===== src/hw/rtl/bilinear_pixel_interpolator_unit_assert.svh =====
// assertion macros used by the interpolator unit
`ifndef BILINEAR_PIXEL_INTERPOLATOR_UNIT_ASSERT_SVH
`define BILINEAR_PIXEL_INTERPOLATOR_UNIT_ASSERT_SVH
`ifndef SYNTHESIS
// check that holds outside reset
`define BPI_ASSERT(lbl, prop) \
    lbl: assert property (@(posedge i_clk) disable iff (!i_rst_n) prop) \
        else $error("bpi assertion failed");
// check that also holds during reset
`define BPI_ASSERT_RST(lbl, prop) \
    lbl: assert property (@(posedge i_clk) prop) \
        else $error("bpi reset assertion failed");
`else
`define BPI_ASSERT(lbl, prop)
`define BPI_ASSERT_RST(lbl, prop)
`endif
`endif


===== src/hw/rtl/bpi_pkg.sv =====
// shared constants and types of the bilinear pixel interpolator
package bpi_pkg;
    localparam int FRAC_BITS_DEF = 8;
    localparam logic [7:0] CHAN_MAX = 8'hFF;
    localparam int NUM_STAGES = 9;
    localparam int DIV_STAGES = 4;

    // how the result of one request is formed
    typedef enum logic [1:0] {
        SEL_COPY,
        SEL_PLAIN,
        SEL_PREMUL
    } t_sel;
endpackage


===== src/hw/rtl/bpi_lane.sv =====
// one channel lane: optional premultiply, weighting and weighted sum
module bpi_lane #(
    parameter int FRAC_BITS = bpi_pkg::FRAC_BITS_DEF
) (
    input  logic                   i_clk,
    input  logic [2:0]             i_en,
    input  logic [7:0]             i_chan  [4],
    input  logic [7:0]             i_alpha [4],
    input  logic                   i_premul,
    input  logic [2*FRAC_BITS:0]   i_w     [4],
    output logic [15:0]            o_m
);
    localparam int WW = 2 * FRAC_BITS + 1;
    localparam int PW = 16 + WW;
    localparam int SW = PW + 2;

    logic [15:0]   r_v [4];
    logic [PW-1:0] r_p [4];
    logic [15:0]   r_m;
    logic [SW-1:0] n_sum;

    // premultiply by alpha where needed
    always_ff @(posedge i_clk) begin
        for (int k = 0; k < 4; k++) begin
            if (i_en[0]) begin
                r_v[k] <= i_premul ? 16'(i_alpha[k]) * 16'(i_chan[k]) : {8'h00, i_chan[k]};
            end
        end
    end

    // one product per corner
    always_ff @(posedge i_clk) begin
        for (int k = 0; k < 4; k++) begin
            if (i_en[1]) begin
                r_p[k] <= PW'(r_v[k]) * PW'(i_w[k]);
            end
        end
    end

    // merge the corners and drop the fraction bits
    always_comb begin
        n_sum = SW'(r_p[0]) + SW'(r_p[1]) + SW'(r_p[2]) + SW'(r_p[3]);
    end

    always_ff @(posedge i_clk) begin
        if (i_en[2]) begin
            r_m <= n_sum[2*FRAC_BITS +: 16];
        end
    end

    assign o_m = r_m;
endmodule


===== config.mk =====
export PLATFORM = sky130hd
export DESIGN_NAME = bpi_lane
export DESIGN_NICKNAME = d
export VERILOG_FILES = /design/src/hw/rtl/bilinear_pixel_interpolator_unit_assert.svh /design/src/hw/rtl/bpi_pkg.sv /design/src/hw/rtl/bpi_lane.sv
export SDC_FILE = /design/constraint.sdc
export NUM_CORES = 2
export LEC_CHECK = 0
export BUFFER_PORTS_ARGS = -buffer_cell sky130_fd_sc_hd__buf_2
export CORE_AREA = 2 2 298 300
export DETAILED_ROUTE_END_ITERATION = 6
export DIE_AREA = 0 0 300 302
export PLACE_DENSITY_LB_ADDON = 0.3
export SETUP_SLACK_MARGIN = 0.15
export SLEW_MARGIN = 20
export SYNTH_ARGS = -nofsm -noshare
export SYNTH_HDL_FRONTEND = slang
export SYNTH_SLANG_ARGS = --single-unit

===== constraint.sdc =====
create_clock -name i_clk -period 7.1 [get_ports i_clk]
set_input_delay 1.775 -clock i_clk [delete_from_list [all_inputs] [get_ports i_clk]]
set_output_delay 1.775 -clock i_clk [all_outputs]
set_load 0.02 [all_outputs]

==> out/metrics.cfg <==
[cts]
clock_latency_ps = 570
htreeDepth = 1
cts_tree = yes
clkTransAtPathRegs_ps = 60
cts_buffers = 26
ctsHoldBuffers = 0
cts_num_sinks = 208
cts_buffer_depth = 3
cts-root-buf = clkbuf_16

[global_routing]
antenna_found_initial = 3
grt_pass1_vias = 42043
grt_pass1_wl_um = 211000
grt_overflow = 0
gr-usage-all-layers_pct = 29.1
grt_max_degree = 86

[sta]
worstMarginPinSlew_ps = 1110
hold_viol = 0
fin_ws_ps = 278
slew_viol_final = 0
fmax_mhz = 147
finalCriticalPeriod_ps = 6820
finalClockSkew_ps = 23.0
finalCritPeriodShare_pct = 96.1
tns_ps = 0
relSlewSlack_pct = 26.1
setup_viol = 0
rsz0062_at_grt = yes

[setup_path]
required_ps = 7540
worstPathArrival_ps = 7270
critPathMaxFanout = 9
cp-end-kind = register
crit_type = input port to register
startpoint_type = input port

[drt]
antenna_left = 0
via_count = 38524
drt-total-wl_um = 125000
drc = 0
drt_iter0_drc = 2262
first_pass_iters = 6
wire_per_inst_um = 17.9
vias_per_cell = 5.51

[synthesis]
synth_top_area_share_pct = 39.7
seq_area_frac_synth_pct = 12.0
syn_area_mm2 = 0.0521
synth_edf_count = 208
yosysTopAreaCell = fa_1
avgSynthCellArea_um2 = 9.57
yosys-top-cells-count = inv_1 (1131), fa_1 (1033), nand2_1 (779)
yosysMostFrequentCell = inv_1
ys.warnings.count = 0
synth-main-ff-cell = edfxtp_1
synthDistinctLibCells = 73
ys_async_sr_fraction_pct = 0
synth_fp_nets = 7196
synth_seq_cells = 208
synthCells = 5449
synthTopCellsByArea = fa_1 (40%), ha_1 (14%), edfxtp_1 (12%), inv_1 (8.1%), and2_1 (7.7%)

[finish]
nFillCells = 7046
multi_input_comb_area_mm2 = 0.0415
nets = 7558
seqCellArea_mm2 = 0.00625
syn2layout_area_growth_pct = 10.9
fin_cells = 6997
drive_above_1_share_pct = 11.8

[placement]
gp_congestion = 0.940
dp_hpwl_um = 105000
place_ws_ps = -416
io_buffer_count = 152
dpl.cell_count = 6942

[die]
coreArea_mm2 = 0.0876
start_util_pct = 59.5
dieArea_mm2 = 0.0906
die_y_um = 302
die_w_um = 300
boundaryPins = 153
num_rows = 109

[min_path]
worstHoldPathType = register to register

[run_status]
status = complete, no violations

[run]
maxCapViolations = 0

flip-flops by register name, summed over array words and instances (netlist names):
signal,cells
o_m,16
r_p,128
r_v,64
timing repair:
action | CTS | global route
buffers inserted | 0 | 6
gates resized for setup | 1 | 96
pin swaps | 0 | 43
setup endpoints to repair | 1 | 36
final timing paths:
check | start | end | slack [ps] | cells after the start
hold / removal | r_p[3][31] | o_m[15] | 1000 | 4
setup / recovery | i_w[60] | r_p[0][28] | 280 | 22
hold reg to reg | r_p[3][31] | o_m[15] | 1000 | 4
setup reg to reg | r_v[0][1] | r_p[0][28] | 710 | 18
critical path, cell delays in order:
cell	delay (ps)
buf_2	160
and2_1	170
fa_1	530
inv_1	70
fa_1	460
fa_1	520
inv_1	60
fa_1	530
fa_1	510
inv_1	50
fa_1	480
inv_1	40
ha_1	290
nand4_1	120
a211oi_2	190
a221oi_2	100
o211a_1	280
o211ai_1	210
a21oi_2	100
o21ai_1	160
xor2_1	290
buf_4	170
placed cells by master (no fill, tap or decap), types with 15 or more instances in the layout:
cell	instances
buf_2	131
and2_1	634
a21oi_1	116
nand3_1	23
o21ai_0	55
a211oi_1	18
o21ai_1	17
a21o_1	96
clkbuf_16	27
fa_1	1017
o21bai_1	15
fa_2	16
nor2_1	102
mux2_2	20
inv_1	1125
o21a_1	28
nor3_1	33
ha_1	564
xnor2_1	119
nor2b_1	15
xor2_1	45
edfxtp_1	208
nand2_1	769
nand2b_1	15
buf_4	356
final cells by class:
type / count / area share (%)
Antenna cell: 1 / 0.00433
Clock buffer: 29 / 1.18
Clock inverter: 19 / 0.342
Inverter: 1132 / 7.35
Multi-Input combinational cell: 3938 / 71.7
Sequential cell: 208 / 10.8
Tap cell: 1165 / 2.52
Timing Repair Buffer: 505 / 6.08
cell families after synthesis:
logic type	Yosys count	synth area share, %
AO/OA/AOI/OAI	478	6.22
adder cells (fa/ha/maj)	1610	53.5
multiplexers	22	0.470
AND/OR/NAND/NOR	1663	15.6
buffers and inverters	1303	9.39
flip-flops	208	12.0
XOR/XNOR	165	2.77
through the flow:
step                hold WS, ps  instance area [µm²]  utilization, %
floorplan                   613                52500               -
global placement            972                56500            64.6
detailed placement          958                56500            64.6
CTS                        1000                57400            65.6
global route               1070                57800            66.0
finish                     1000                57800            66.0
per-layer routing:
layer,up-vias,global-route usage [%],share of wire [%]
met5,-,0,0.018
met4,4,8.65,3.0
met3,279,3.76,6.3
met2,1168,50.9,50
met1,19640,37.9,41
li1,17433,-,-
Power is not shown: default switching activity piles up to over one toggle a cycle in this logic, so the estimate is an artifact.
