## src/hw/rtl/bilinear_pixel_interpolator_unit_assert.svh

```systemverilog
// assertion macros used by the interpolator unit
`ifndef BILINEAR_PIXEL_INTERPOLATOR_UNIT_ASSERT_SVH
`define BILINEAR_PIXEL_INTERPOLATOR_UNIT_ASSERT_SVH
`ifndef SYNTHESIS
// check that holds outside reset
`define BPI_ASSERT(lbl, prop) \
    lbl: assert property (@(posedge i_clk) disable iff (!i_rst_n) prop) \
        else $error("bpi assertion failed");
// check that also holds during reset
`define BPI_ASSERT_RST(lbl, prop) \
    lbl: assert property (@(posedge i_clk) prop) \
        else $error("bpi reset assertion failed");
`else
`define BPI_ASSERT(lbl, prop)
`define BPI_ASSERT_RST(lbl, prop)
`endif
`endif

```

## src/hw/rtl/bpi_pkg.sv

```systemverilog
// shared constants and types of the bilinear pixel interpolator
package bpi_pkg;
    localparam int FRAC_BITS_DEF = 8;
    localparam logic [7:0] CHAN_MAX = 8'hFF;
    localparam int NUM_STAGES = 9;
    localparam int DIV_STAGES = 4;

    // how the result of one request is formed
    typedef enum logic [1:0] {
        SEL_COPY,
        SEL_PLAIN,
        SEL_PREMUL
    } t_sel;
endpackage

```

## src/hw/rtl/bpi_div.sv

```systemverilog
// pipelined 8-bit quotient divider with saturation, two bits per stage
module bpi_div (
    input  logic                          i_clk,
    input  logic [bpi_pkg::DIV_STAGES-1:0] i_en,
    input  logic [15:0]                   i_m,
    input  logic [7:0]                    i_d,
    output logic [7:0]                    o_q
);
    localparam int NS = bpi_pkg::DIV_STAGES;

    logic [15:0] r_rem [NS];
    logic [7:0]  r_q   [NS];
    logic [7:0]  r_d   [NS];
    logic        r_sat [NS];

    for (genvar j = 0; j < NS; j++) begin : g_stage
        logic [15:0] n_rem;
        logic [7:0]  n_q;
        logic [7:0]  c_d;
        logic        n_sat;

        // two restoring steps
        always_comb begin
            logic [15:0] rem;
            logic [15:0] dsh;
            logic [7:0]  q;
            if (j == 0) begin
                rem   = i_m;
                q     = 8'h00;
                c_d   = i_d;
                n_sat = (i_m >= {i_d, 8'h00});
            end else begin
                rem   = r_rem[j-1];
                q     = r_q[j-1];
                c_d   = r_d[j-1];
                n_sat = r_sat[j-1];
            end
            for (int t = 0; t < 2; t++) begin
                dsh = {8'h00, c_d} << (7 - 2 * j - t);
                if (rem >= dsh) begin
                    rem = rem - dsh;
                    q[7 - 2 * j - t] = 1'b1;
                end
            end
            n_rem = rem;
            n_q   = q;
        end

        always_ff @(posedge i_clk) begin
            if (i_en[j]) begin
                r_rem[j] <= n_rem;
                r_q[j]   <= n_q;
                r_d[j]   <= c_d;
                r_sat[j] <= n_sat;
            end
        end
    end

    assign o_q = r_sat[NS-1] ? bpi_pkg::CHAN_MAX : r_q[NS-1];
endmodule

```

## config.mk

```make
export PLATFORM = sky130hd
export DESIGN_NAME = bpi_div
export DESIGN_NICKNAME = d
export VERILOG_FILES = /design/src/hw/rtl/bilinear_pixel_interpolator_unit_assert.svh /design/src/hw/rtl/bpi_pkg.sv /design/src/hw/rtl/bpi_div.sv
export SDC_FILE = /design/constraint.sdc
export NUM_CORES = 1
export LEC_CHECK = 0
export BUFFER_PORTS_ARGS = -buffer_cell sky130_fd_sc_hd__buf_2
export CORE_ASPECT_RATIO = 0.75
export CORE_MARGIN = 2
export CORE_UTILIZATION = 57
export DETAILED_ROUTE_END_ITERATION = 7
export PLACE_DENSITY_LB_ADDON = 0.15
export SETUP_SLACK_MARGIN = 0.05
export SYNTH_ARGS = -nofsm -noshare
export SYNTH_HDL_FRONTEND = slang
export SYNTH_SLANG_ARGS = --single-unit
```

## constraint.sdc

```tcl
create_clock -name i_clk -period 4.3 [get_ports i_clk]
set_clock_uncertainty 0.05 [all_clocks]
set_input_delay 0.86 -clock i_clk [delete_from_list [all_inputs] [get_ports i_clk]]
set_output_delay 0.86 -clock i_clk [all_outputs]
set_load 0.03 [all_outputs]
```

==> metrics.md, run 1 <==
| Metric | Value |
|---|---|
| Number of CTS-inserted buffers | `9` |
| Net Switching | `0.00244 W` |
| Cell Pwr Density | `683 nW/um^2` |
| Netlist cell types | `65` |
| Critical path peak fanout | `6` |
| Die area | `13500 sq um` |
| Initial antenna violation count | `0` |
| IO Count | `37` |
| Post-synth EDFFs | `96` |
| DR vias | `5991` |
| Post-synth top area cell | `edfxtp_1` |
| Syn avg cell area | `10.4 sq um` |
| Final Hold Viols | `0` |
| Total routed wirelength | `17500 um` |
| First-pass GRT wire length | `26600 um` |
| PortBufs | `36` |
| Seq pwr share | `24.8%` |
| Yosys reg bits | `96` |
| Sw frac | `40.1%` |
| Dominant cells by area after synthesis | `edfxtp_1 40%, ha_1 13%, mux2_2 3.9%` |
| Leakage Power | `3.77 nW` |
| Vias in the first global route | `5789` |
| Area growth, synth to finish | `23.7%` |
| Initial Utilization | `58.5%` |
| Final global-route overflow total | `0` |
| Min Tclk post-route | `4.32 ns` |
| Drt wl/cell | `17.5 um` |
| Clock Latency Late Sink | `0.35 ns` |
| Pre-CTS WS | `-0.201 ns` |
| Share of the synthesized area in the top cell type | `40.1%` |
| Tcrit/Tclk final | `101%` |
| Cells after Synth | `691` |
| Unrepaired setup endpoints after global routing | `true` |
| Worst setup margin | `-0.0245 ns` |
| Clock Path Buffers | `2` |
| Synth async-reset ratio | `0%` |
| Final ANT Viol Nets | `0` |
| Startpoint Class | `flop` |
| Endpoint class of the critical path | `flop` |
| Die height | `101 um` |
| Internal power | `0.00364 W` |
| Post-route DRC violation count | `0` |
| Syn Std Cell Area | `7190 sq um` |
| Worst ir drop on vdd | `0.331 mV` |
| Status | `finished with violations` |
| Syn nets | `799` |
| Seq/Total Area, Yosys | `40.1%` |
| Layout cells sized above 1 | `29.9%` |
| FMAX | `231 MHz` |
| Fin. max-slew vios | `0` |
| Tot GR Track Use | `24.7%` |
| Fill cells | `831` |
| Combinational power share | `62.0%` |
| Minimum hold slack | `0.373 ns` |
| Pre-antenna DRT Iters | `5` |
| Vias/cell | `6.00` |
| HPWL Detailed | `13000 um` |
| Max Cap Viol | `0` |
| Inst Count DP | `967` |
| Gp weighted congestion | `0.962` |
| Slew HR | `56.5%` |
| Post-route insts no fill | `999` |
| Ant diodes | `0` |
| Syn. warnings | `0` |
| Die X | `134 um` |
| Slew @ Worst Pin | `0.652 ns` |
| Kind of critical path | `flop to flop` |
| CTS clk-pin slew, worst paths | `0.08 ns` |
| H-Tree Depth | `3` |
| Core area | `12300 sq um` |
| # setup viols final | `1` |
| CTS tree | `built` |
| Violated checks | `negative setup slack` |
| Clock Tree Root | `clkbuf_16` |
| Pin count of the biggest net entering global routing | `32` |
| Hold Crit Class | `flop to flop` |
| Worst Path Required | `4.35 ns` |
| Worst Path Arrival | `4.37 ns` |
| Nets | `936` |
| Clk sinks | `96` |
| Hold_buf cts | `0` |
| Ys flop type | `edfxtp_1` |
| DR iter-0 viols | `506` |
| Placement Rows | `35` |
| Clock Power Share | `13.2%` |
| Finished Core Util | `72.3%` |
==> critical path, stage by stage, from the launching register on <==
cell and delay [ns]:
edfxtp_1 0.42, inv_2 0.13, ha_4 0.22, nor2b_4 0.12
o31a_1 0.25, o311a_1 0.36, nor2_4 0.21, buf_6 0.17
nand2_1 0.07, o21a_1 0.14, inv_1 0.11, ha_4 0.21
buf_6 0.12, o211ai_1 0.15, a31oi_2 0.17, o311a_1 0.38
nor2_1 0.15, and2_1 0.17, nand4_1 0.12, mux2_4 0.33
==> cell usage after synthesis (2+ instances only) <==
| cell type | number |
|---|---|
| edfxtp_1 | 96 |
| nor2_1 | 45 |
| fa_1 | 7 |
| o21a_1 | 13 |
| nor4b_1 | 2 |
| or3_1 | 6 |
| a21o_1 | 22 |
| a221oi_1 | 2 |
| a211oi_1 | 5 |
| a21oi_1 | 45 |
| a31o_2 | 3 |
| o21ai_0 | 41 |
| o41ai_1 | 6 |
| xnor2_1 | 26 |
| and3_1 | 5 |
| o2111ai_1 | 2 |
| o41a_1 | 2 |
| nand4_1 | 11 |
| nor2b_1 | 12 |
| o211ai_1 | 13 |
| nand3_1 | 9 |
| o31ai_1 | 4 |
| ha_1 | 72 |
| inv_1 | 71 |
| xor2_1 | 12 |
| clkbuf_1 | 6 |
| mux2i_1 | 10 |
| nor3_1 | 13 |
| mux2_4 | 3 |
| nand2_1 | 28 |
| and3b_1 | 2 |
| o31a_1 | 3 |
| nand2b_1 | 11 |
| a2111oi_0 | 2 |
| and2_1 | 3 |
| mux2_2 | 25 |
| and4b_1 | 2 |
| a31oi_1 | 4 |
| or2_2 | 13 |
| nor4_1 | 6 |
| o311a_1 | 4 |
==> path summary, 6_finish.rpt <==
kind	from	endpoint	slack, ns	cells after the start
max	r_d[1][1]	r_rem[2][15]	-0.02	19
max reg2reg	r_d[1][1]	r_rem[2][15]	-0.02	19
min	r_q[1][6]	r_q[2][6]	0.37	0
min reg2reg	r_q[1][6]	r_q[2][6]	0.37	0
==> power by group through the flow <==
| stage | Sequential [W] | Combinational [W] | Clock [W] |
|---|---|---|---|
| 2_1_floorplan | 0.00146 | 0.00239 | 0 |
| 3_3_place_gp | 0.00150 | 0.00319 | 0 |
| 3_5_place_dp | 0.00151 | 0.00331 | 0 |
| 4_1_cts | 0.00149 | 0.00339 | 0.000809 |
| 5_1_grt | 0.00153 | 0.00412 | 0.000845 |
| 6_report | 0.00151 | 0.00377 | 0.000802 |
==> per-stage QoR <==
step | instance area (sq um) | TNS, ns | power, W
6_report | 8900 | -0.0245 | 0.00608
5_1_grt | 8900 | -0.955 | 0.00649
4_1_cts | 8560 | 0 | 0.00570
3_5_place_dp | 8210 | -1.36 | 0.00482
3_3_place_gp | 8210 | -0.00346 | 0.00469
2_1_floorplan | 7260 | 0 | 0.00385
==> layout by cell type (no fill, tap or decap), types with 11 or more instances in the layout <==
cell type and count:
mux2_2 23, xor2_1 12, ha_1 65, o21a_1 12, inv_1 66, a21oi_1 38, o21ai_0 34, a21o_1 22
buf_2 36, o211ai_1 13, xnor2_1 26, nor2_1 41, or2_2 12, edfxtp_1 96, nor3_1 11, nand4_1 11
buf_4 94, nand2_1 28
==> repair_timing <==
action | in CTS | in global routing
pin swaps | 3 | 16
endpoints found under the setup margin | 14 | 38
cloned | 0 | 1
setup buffers | 1 | 14
hold endpoints to repair | 0 | 0
gates resized for setup | 6 | 51
==> final cells by class <==
cell class / count / area (sq um) / share of cell area, %
inverters: 72 / 270 / 3.04
clock buffers: 9 / 225 / 2.53
flip-flops and latches: 96 / 2880 / 32.4
well taps: 166 / 208 / 2.33
repair buffers: 133 / 920 / 10.3
multi-input cells: 516 / 4310 / 48.4
clock inverters: 7 / 85.1 / 0.956
==> logic make-up after synthesis <==
logic type                 after synthesis  share of synthesized area [%]
AOI/OAI and AO/OA                      182                           17.0
and+or+nand+nor                        178                           13.6
buffers and inverters                   80                           4.28
xor gates and xnor gates                38                           4.63
adders and majority gates               79                           14.5
muxes                                   38                           5.93
DFF                                     96                           40.1
==> routing by layer <==
| metal | GRT usage, % | up-vias | routed length (um) |
|---|---|---|---|
| met5 | 0 | - | 0 |
| met4 | 9.57 | 0 | 485 |
| met3 | 3.65 | 45 | 761 |
| met2 | 45.0 | 199 | 9010 |
| met1 | 29.8 | 2885 | 7250 |
| li1 | - | 2862 | - |
==> registers in the layout, indices dropped and copies added, names as in the netlist <==
| name | cells |
|---|---|
| r_d | 24 |
| r_q | 20 |
| r_rem | 48 |
| r_sat | 4 |
Power figures use the tool's default switching activity.
==> inputs of run 2 (changes only) <==
--- a/config.mk
+++ b/config.mk
@@ -7,10 +7,10 @@
 export LEC_CHECK = 0
 export BUFFER_PORTS_ARGS = -buffer_cell sky130_fd_sc_hd__buf_2
 export CORE_ASPECT_RATIO = 0.75
-export CORE_MARGIN = 2
+export CORE_MARGIN = 3
 export CORE_UTILIZATION = 57
 export DETAILED_ROUTE_END_ITERATION = 7
-export PLACE_DENSITY_LB_ADDON = 0.15
+export PLACE_DENSITY = 0.78
 export SETUP_SLACK_MARGIN = 0.05
 export SYNTH_ARGS = -nofsm -noshare
 export SYNTH_HDL_FRONTEND = slang
==> run 2 against run 1 <==
The run still ends with negative setup slack left. Hold slack got worse by 0.0019 ns. Worst setup slack got worse by 0.027 ns. Register-to-register slack got worse by 0.03 ns. Combinational power rose by 2%. First-iteration DRC count fell by 14%. Routed wire length rose by 2.2%. Sequential share of layout area fell by 0.13 points. Global-route usage rose by 0.46 points. Design area rose by 0.41%. Via count rose by 0.13%. Critical path depth rose by 1. Critical endpoint unchanged.
==> metrics.md, run 2 (synthesis results as in run 1) <==
| Metric | Value |
|---|---|
| Layout cells sized above 1 | `30.3%` |
| Hold_buf cts | `0` |
| Worst path cell trace | `inv_2 -> ha_4 -> nor2b_4 -> o31a_1 -> o311a_4 -> nor2_4 -> buf_6 -> nand2_1 -> o21a_1 -> inv_2 -> ha_4 -> buf_4 -> o211ai_1 -> buf_4 -> a31oi_4 -> o311a_1 -> nor2_2 -> and2_4 -> nand4_1 -> mux2_4` |
| Core area | `12000 sq um` |
| # setup viols final | `10` |
| Clock Latency Late Sink | `0.34 ns` |
| IO Count | `37` |
| Tcrit/Tclk final | `101%` |
| Setup_tns | `-0.193 ns` |
| Post-route insts no fill | `1000` |
| First-pass GRT wire length | `27800 um` |
| Final Hold Viols | `0` |
| Unrepaired setup endpoints after global routing | `true` |
| Hold Crit Class | `flop to flop` |
| Final global-route overflow total | `0` |
| Area growth, synth to finish | `24.2%` |
| Vias in the first global route | `5837` |
| Worst ir drop on vdd | `0.339 mV` |
| Biggest regs | `r_rem x48, r_d x24, r_q x20` |
| Dpl cell area | `8230 sq um` |
| Initial Utilization | `60.2%` |
| Die height | `103 um` |
| Violated checks | `negative setup slack` |
| DR iter-0 viols | `434` |
| CP max stage delay | `0.43 ns` |
| Finished Core Util | `74.8%` |
| Worst path slowest cell | `edfxtp_1` |
| Worst setup margin | `-0.0516 ns` |
| Commonest cells after routing, fill and taps aside | `99 x buf_4, 96 x edfxtp_1, 68 x inv_1` |
| Nets | `941` |
| Slew @ Worst Pin | `0.620 ns` |
| Largest Register | `r_rem` |
| Inst Count DP | `966` |
| Gp weighted congestion | `0.940` |
| Post-route DRC violation count | `0` |
| Worst Path Required | `4.34 ns` |
| Post-route cell area | `8940 sq um` |
| Kind of critical path | `flop to flop` |
| Status | `finished with violations` |
| Tot GR Track Use | `25.1%` |
| CTS clk-pin slew, worst paths | `0.08 ns` |
| Die area | `14000 sq um` |
| Clock Tree Root | `clkbuf_16` |
| Final ANT Viol Nets | `0` |
| CTS tree | `built` |
| Pin count of the biggest net entering global routing | `32` |
| Clock Path Buffers | `2` |
| FMAX | `230 MHz` |
| Cell Pwr Density | `689 nW/um^2` |
| Initial antenna violation count | `0` |
| PortBufs | `36` |
| Startpoint Class | `flop` |
| Die X | `136 um` |
| Drt wl/cell | `17.9 um` |
| Most common cell after layout, fill and taps aside | `buf_4` |
| DR vias | `5999` |
| Endpoint class of the critical path | `flop` |
| Slew HR | `58.7%` |
| Leakage Power | `3.80 nW` |
| Clk sinks | `96` |
| Largest register FFs | `48` |
| Max Cap Viol | `0` |
| Worst Path Arrival | `4.39 ns` |
| H-Tree Depth | `3` |
| Vias/cell | `6.00` |
| Critical path peak fanout | `8` |
| Placement Rows | `34` |
| Total routed wirelength | `17900 um` |
| Pre-antenna DRT Iters | `5` |
| Ant diodes | `0` |
| Min Tclk post-route | `4.35 ns` |
| Number of CTS-inserted buffers | `9` |
| Fin. max-slew vios | `0` |
| HPWL Detailed | `13000 um` |
| Pre-CTS WS | `-0.0834 ns` |
-- run 2: cell count changes in the layout (fill, tap and decap cells not counted), sizes merged --
| cell | before | now |
|---|---|---|
| clkinvlp | 1 | 0 |
| inv | 75 | 76 |
| buf | 133 | 139 |
| nand2 | 30 | 29 |
-- run 2: worst paths after layout --
kind / start / to / slack (ns) / depth (start not counted)
setup reg to reg: r_d[1][1] / r_rem[2][15] / -0.05 / 20
setup / recovery: r_d[1][1] / r_rem[2][15] / -0.05 / 20
hold / removal: r_q[1][5] / r_q[2][5] / 0.37 / 0
hold reg to reg: r_q[1][5] / r_q[2][5] / 0.37 / 0
-- run 2: through the flow --
step                      total power (W)  hold WS [ns]
after CTS                         0.00569         0.373
final                             0.00616         0.371
after detailed placement          0.00480         0.355
after global placement            0.00467         0.352
after global routing              0.00656         0.381
after floorplan                   0.00385         0.350
-- run 2: where the power goes --
part | leakage, nW | switching, W | internal [W]
clock network | 0.152 | 0.000384 | 0.000421
logic | 2.72 | 0.00197 | 0.00188
registers | 0.924 | 0.000143 | 0.00136
total | 3.80 | 0.00250 | 0.00366
-- run 2: critical path: cells and delay by family (launching register included) --
family | cells | cell delay, ns
compound gates | 6 | 1.38
simple gates | 6 | 0.81
buf+inv | 5 | 0.67
flops | 1 | 0.43
fa+ha+maj | 2 | 0.41
mux | 1 | 0.34
-- run 2: final cells by class --
class	count	area, sq um
clock buffer	9	225
clock inverter	7	91.3
fill	785	3020
inverter	72	270
multi-input combinational	515	4300
sequential	96	2880
tap	162	203
timing repair buffer	139	968
-- run 2: timing repair --
| action | in CTS | in global routing |
|---|---|---|
| resized for setup | 8 | 54 |
| gates cloned | 0 | 0 |
| endpoints found under the setup margin | 22 | 35 |
| pin swaps | 3 | 16 |
| setup buffers | 3 | 15 |
-- run 2: layer usage --
layer	up-vias	wire length [um]	global-route usage, %
met3	55	752	3.63
li1	2871	-	-
met1	2859	7620	31.7
met4	0	482	8.44
met5	-	0	0
met2	214	9040	45.1
==> inputs of run 3 (changes only) <==
--- a/config.mk
+++ b/config.mk
@@ -5,7 +5,7 @@
 export SDC_FILE = /design/constraint.sdc
 export NUM_CORES = 1
 export LEC_CHECK = 0
-export BUFFER_PORTS_ARGS = -buffer_cell sky130_fd_sc_hd__buf_2
+export BUFFER_PORTS_ARGS = -buffer_cell sky130_fd_sc_hd__clkbuf_2
 export CORE_ASPECT_RATIO = 0.75
 export CORE_MARGIN = 3
 export CORE_UTILIZATION = 57
==> run 3 against run 2 <==
The flow still finishes with violations (negative setup slack). Fmax is 0.34% higher. Utilization increased by 0.59 points. Worst setup slack improved by 0.015 ns. Critical endpoint is now r_rem[2][2]. Hold slack got worse by 0.00095 ns.
==> metrics.md, run 3 (synthesis results as in run 1) <==
| Metric | Value |
|---|---|
| Status | `finished with violations` |
| Violated checks | `negative setup slack` |
| Placement Rows | `34` |
| DR iter-0 viols | `463` |
| Fill cells | `768` |
| Post-route cell area | `9010 sq um` |
| CTS tree | `built` |
| Unrepaired setup endpoints after global routing | `true` |
| Kind of critical path | `flop to flop` |
| Vias in the first global route | `5999` |
| Final global-route overflow total | `0` |
| Critical path peak fanout | `7` |
| Commonest cells after routing, fill and taps aside | `103 x buf_4, 96 x edfxtp_1, 68 x inv_1` |
| Clock Tree Root | `clkbuf_16` |
| Ant diodes | `0` |
| Tot GR Track Use | `25.7%` |
| Minimum hold slack | `0.370 ns` |
| Inst Count DP | `967` |
| Pin count of the biggest net entering global routing | `32` |
| Fin. max-slew vios | `0` |
| Worst ir drop on vdd | `0.364 mV` |
| Clock Path Buffers | `2` |
| Hold_buf cts | `0` |
| Dpl cell area | `8240 sq um` |
| Max Cap Viol | `0` |
| Sequential cell area | `2880 sq um` |
| Total routed wirelength | `18500 um` |
| Die X | `136 um` |
| Most common cell after layout, fill and taps aside | `buf_4` |
| Final Hold Viols | `0` |
| Post-route DRC violation count | `0` |
| Gp weighted congestion | `0.887` |
| HPWL Detailed | `13200 um` |
| Multi-input logic area | `4300 sq um` |
| Layout cells sized above 1 | `30.9%` |
| Hold Crit Class | `flop to flop` |
| Initial Utilization | `60.2%` |
| Biggest regs | `r_rem x48, r_d x24, r_q x20` |
| Final ANT Viol Nets | `0` |
| Cell Pwr Density | `691 nW/um^2` |
| Core area | `12000 sq um` |
| Initial antenna violation count | `0` |
| Number of CTS-inserted buffers | `9` |
| Slew HR | `52.7%` |
| Endpoint class of the critical path | `flop` |
| Setup_tns | `-0.210 ns` |
| Slew @ Worst Pin | `0.710 ns` |
| Tcrit/Tclk final | `101%` |
| Worst Path Required | `4.35 ns` |
| Leakage Power | `3.85 nW` |
| FMAX | `231 MHz` |
| Die height | `103 um` |
| Vias/cell | `6.04` |
| Worst Path Arrival | `4.39 ns` |
| Finished Core Util | `75.4%` |
| CTS clk-pin slew, worst paths | `0.08 ns` |
| Startpoint Class | `flop` |
| H-Tree Depth | `3` |
| Min Tclk post-route | `4.34 ns` |
| Pre-antenna DRT Iters | `5` |
| PortBufs | `36` |
| IO Count | `37` |
| Largest register FFs | `48` |
| DR vias | `6093` |
| Worst setup margin | `-0.0369 ns` |
| Largest Register | `r_rem` |
| Nets | `949` |
| Clk sinks | `96` |
| Drt wl/cell | `18.3 um` |
| First-pass GRT wire length | `28500 um` |
| Area growth, synth to finish | `25.2%` |
| Post-route insts no fill | `1008` |
| Die area | `14000 sq um` |
| Clock Latency Late Sink | `0.35 ns` |
| # setup viols final | `11` |
==> run 3: cell count changes in the layout (fill, tap and decap cells not counted), moves of 2 or more <==
cell and change:
buf_6 +3, clkbuf_2 +36, buf_4 +4, buf_2 -36
ha_1 +2, ha_2 -2
==> run 3: critical path, cell delays in order (launching register included) <==
cell	delay (ns)
edfxtp_1	0.41
inv_2	0.11
ha_4	0.21
nor2b_4	0.13
o31a_1	0.28
o311a_4	0.34
nor2_4	0.20
buf_6	0.13
mux2_4	0.31
ha_4	0.22
nor2b_4	0.13
o21ai_2	0.12
nand2b_1	0.13
nand3_2	0.16
a31oi_4	0.12
nor4b_4	0.40
nand4bb_4	0.25
buf_6	0.22
mux2i_2	0.15
==> run 3: cell type report <==
type / count / share of cell area, %
well taps: 162 / 2.25
clock inverters: 7 / 1.01
flip-flops and latches: 96 / 32.0
multi-input cells: 516 / 47.8
repair buffers: 146 / 11.5
inverters: 72 / 3.00
clock buffers: 9 / 2.50
==> run 3: report_power, final <==
part | switching (W) | internal [W]
clock network | 0.000395 | 0.000421
logic | 0.00200 | 0.00191
registers | 0.000141 | 0.00136
total | 0.00254 | 0.00368
==> run 3: through the flow <==
step / worst slack, ns / power [W]
2_1_floorplan: 0.0187 / 0.00385
5_1_grt: -0.152 / 0.00659
4_1_cts: 0.0469 / 0.00582
3_3_place_gp: 0.0106 / 0.00466
3_5_place_dp: -0.153 / 0.00481
6_report: -0.0369 / 0.00622
==> run 3: what timing repair did <==
action	in CTS	in global routing
buffers inserted	9	15
resized for setup	29	33
endpoints found under the setup margin	22	38
pin swaps	11	21
cloned	0	1
==> run 3: routing by layer <==
metal / routed length, um / share of wire (%) / global-route usage (%)
met5: 0 / 0 / 0
met4: 612 / 3.3 / 10.8
met3: 921 / 5.0 / 4.88
met2: 9310 / 50 / 47.1
met1: 7620 / 41 / 30.0
==> run 3: final timing paths <==
kind                   from           to  slack, ns  depth (start not counted)
setup reg to reg  r_d[1][1]  r_rem[2][2]      -0.04                         18
setup / recovery  r_d[1][1]  r_rem[2][2]      -0.04                         18
hold reg to reg   r_q[1][4]    r_q[2][4]       0.37                          0
hold / removal    r_q[1][4]    r_q[2][4]       0.37                          0
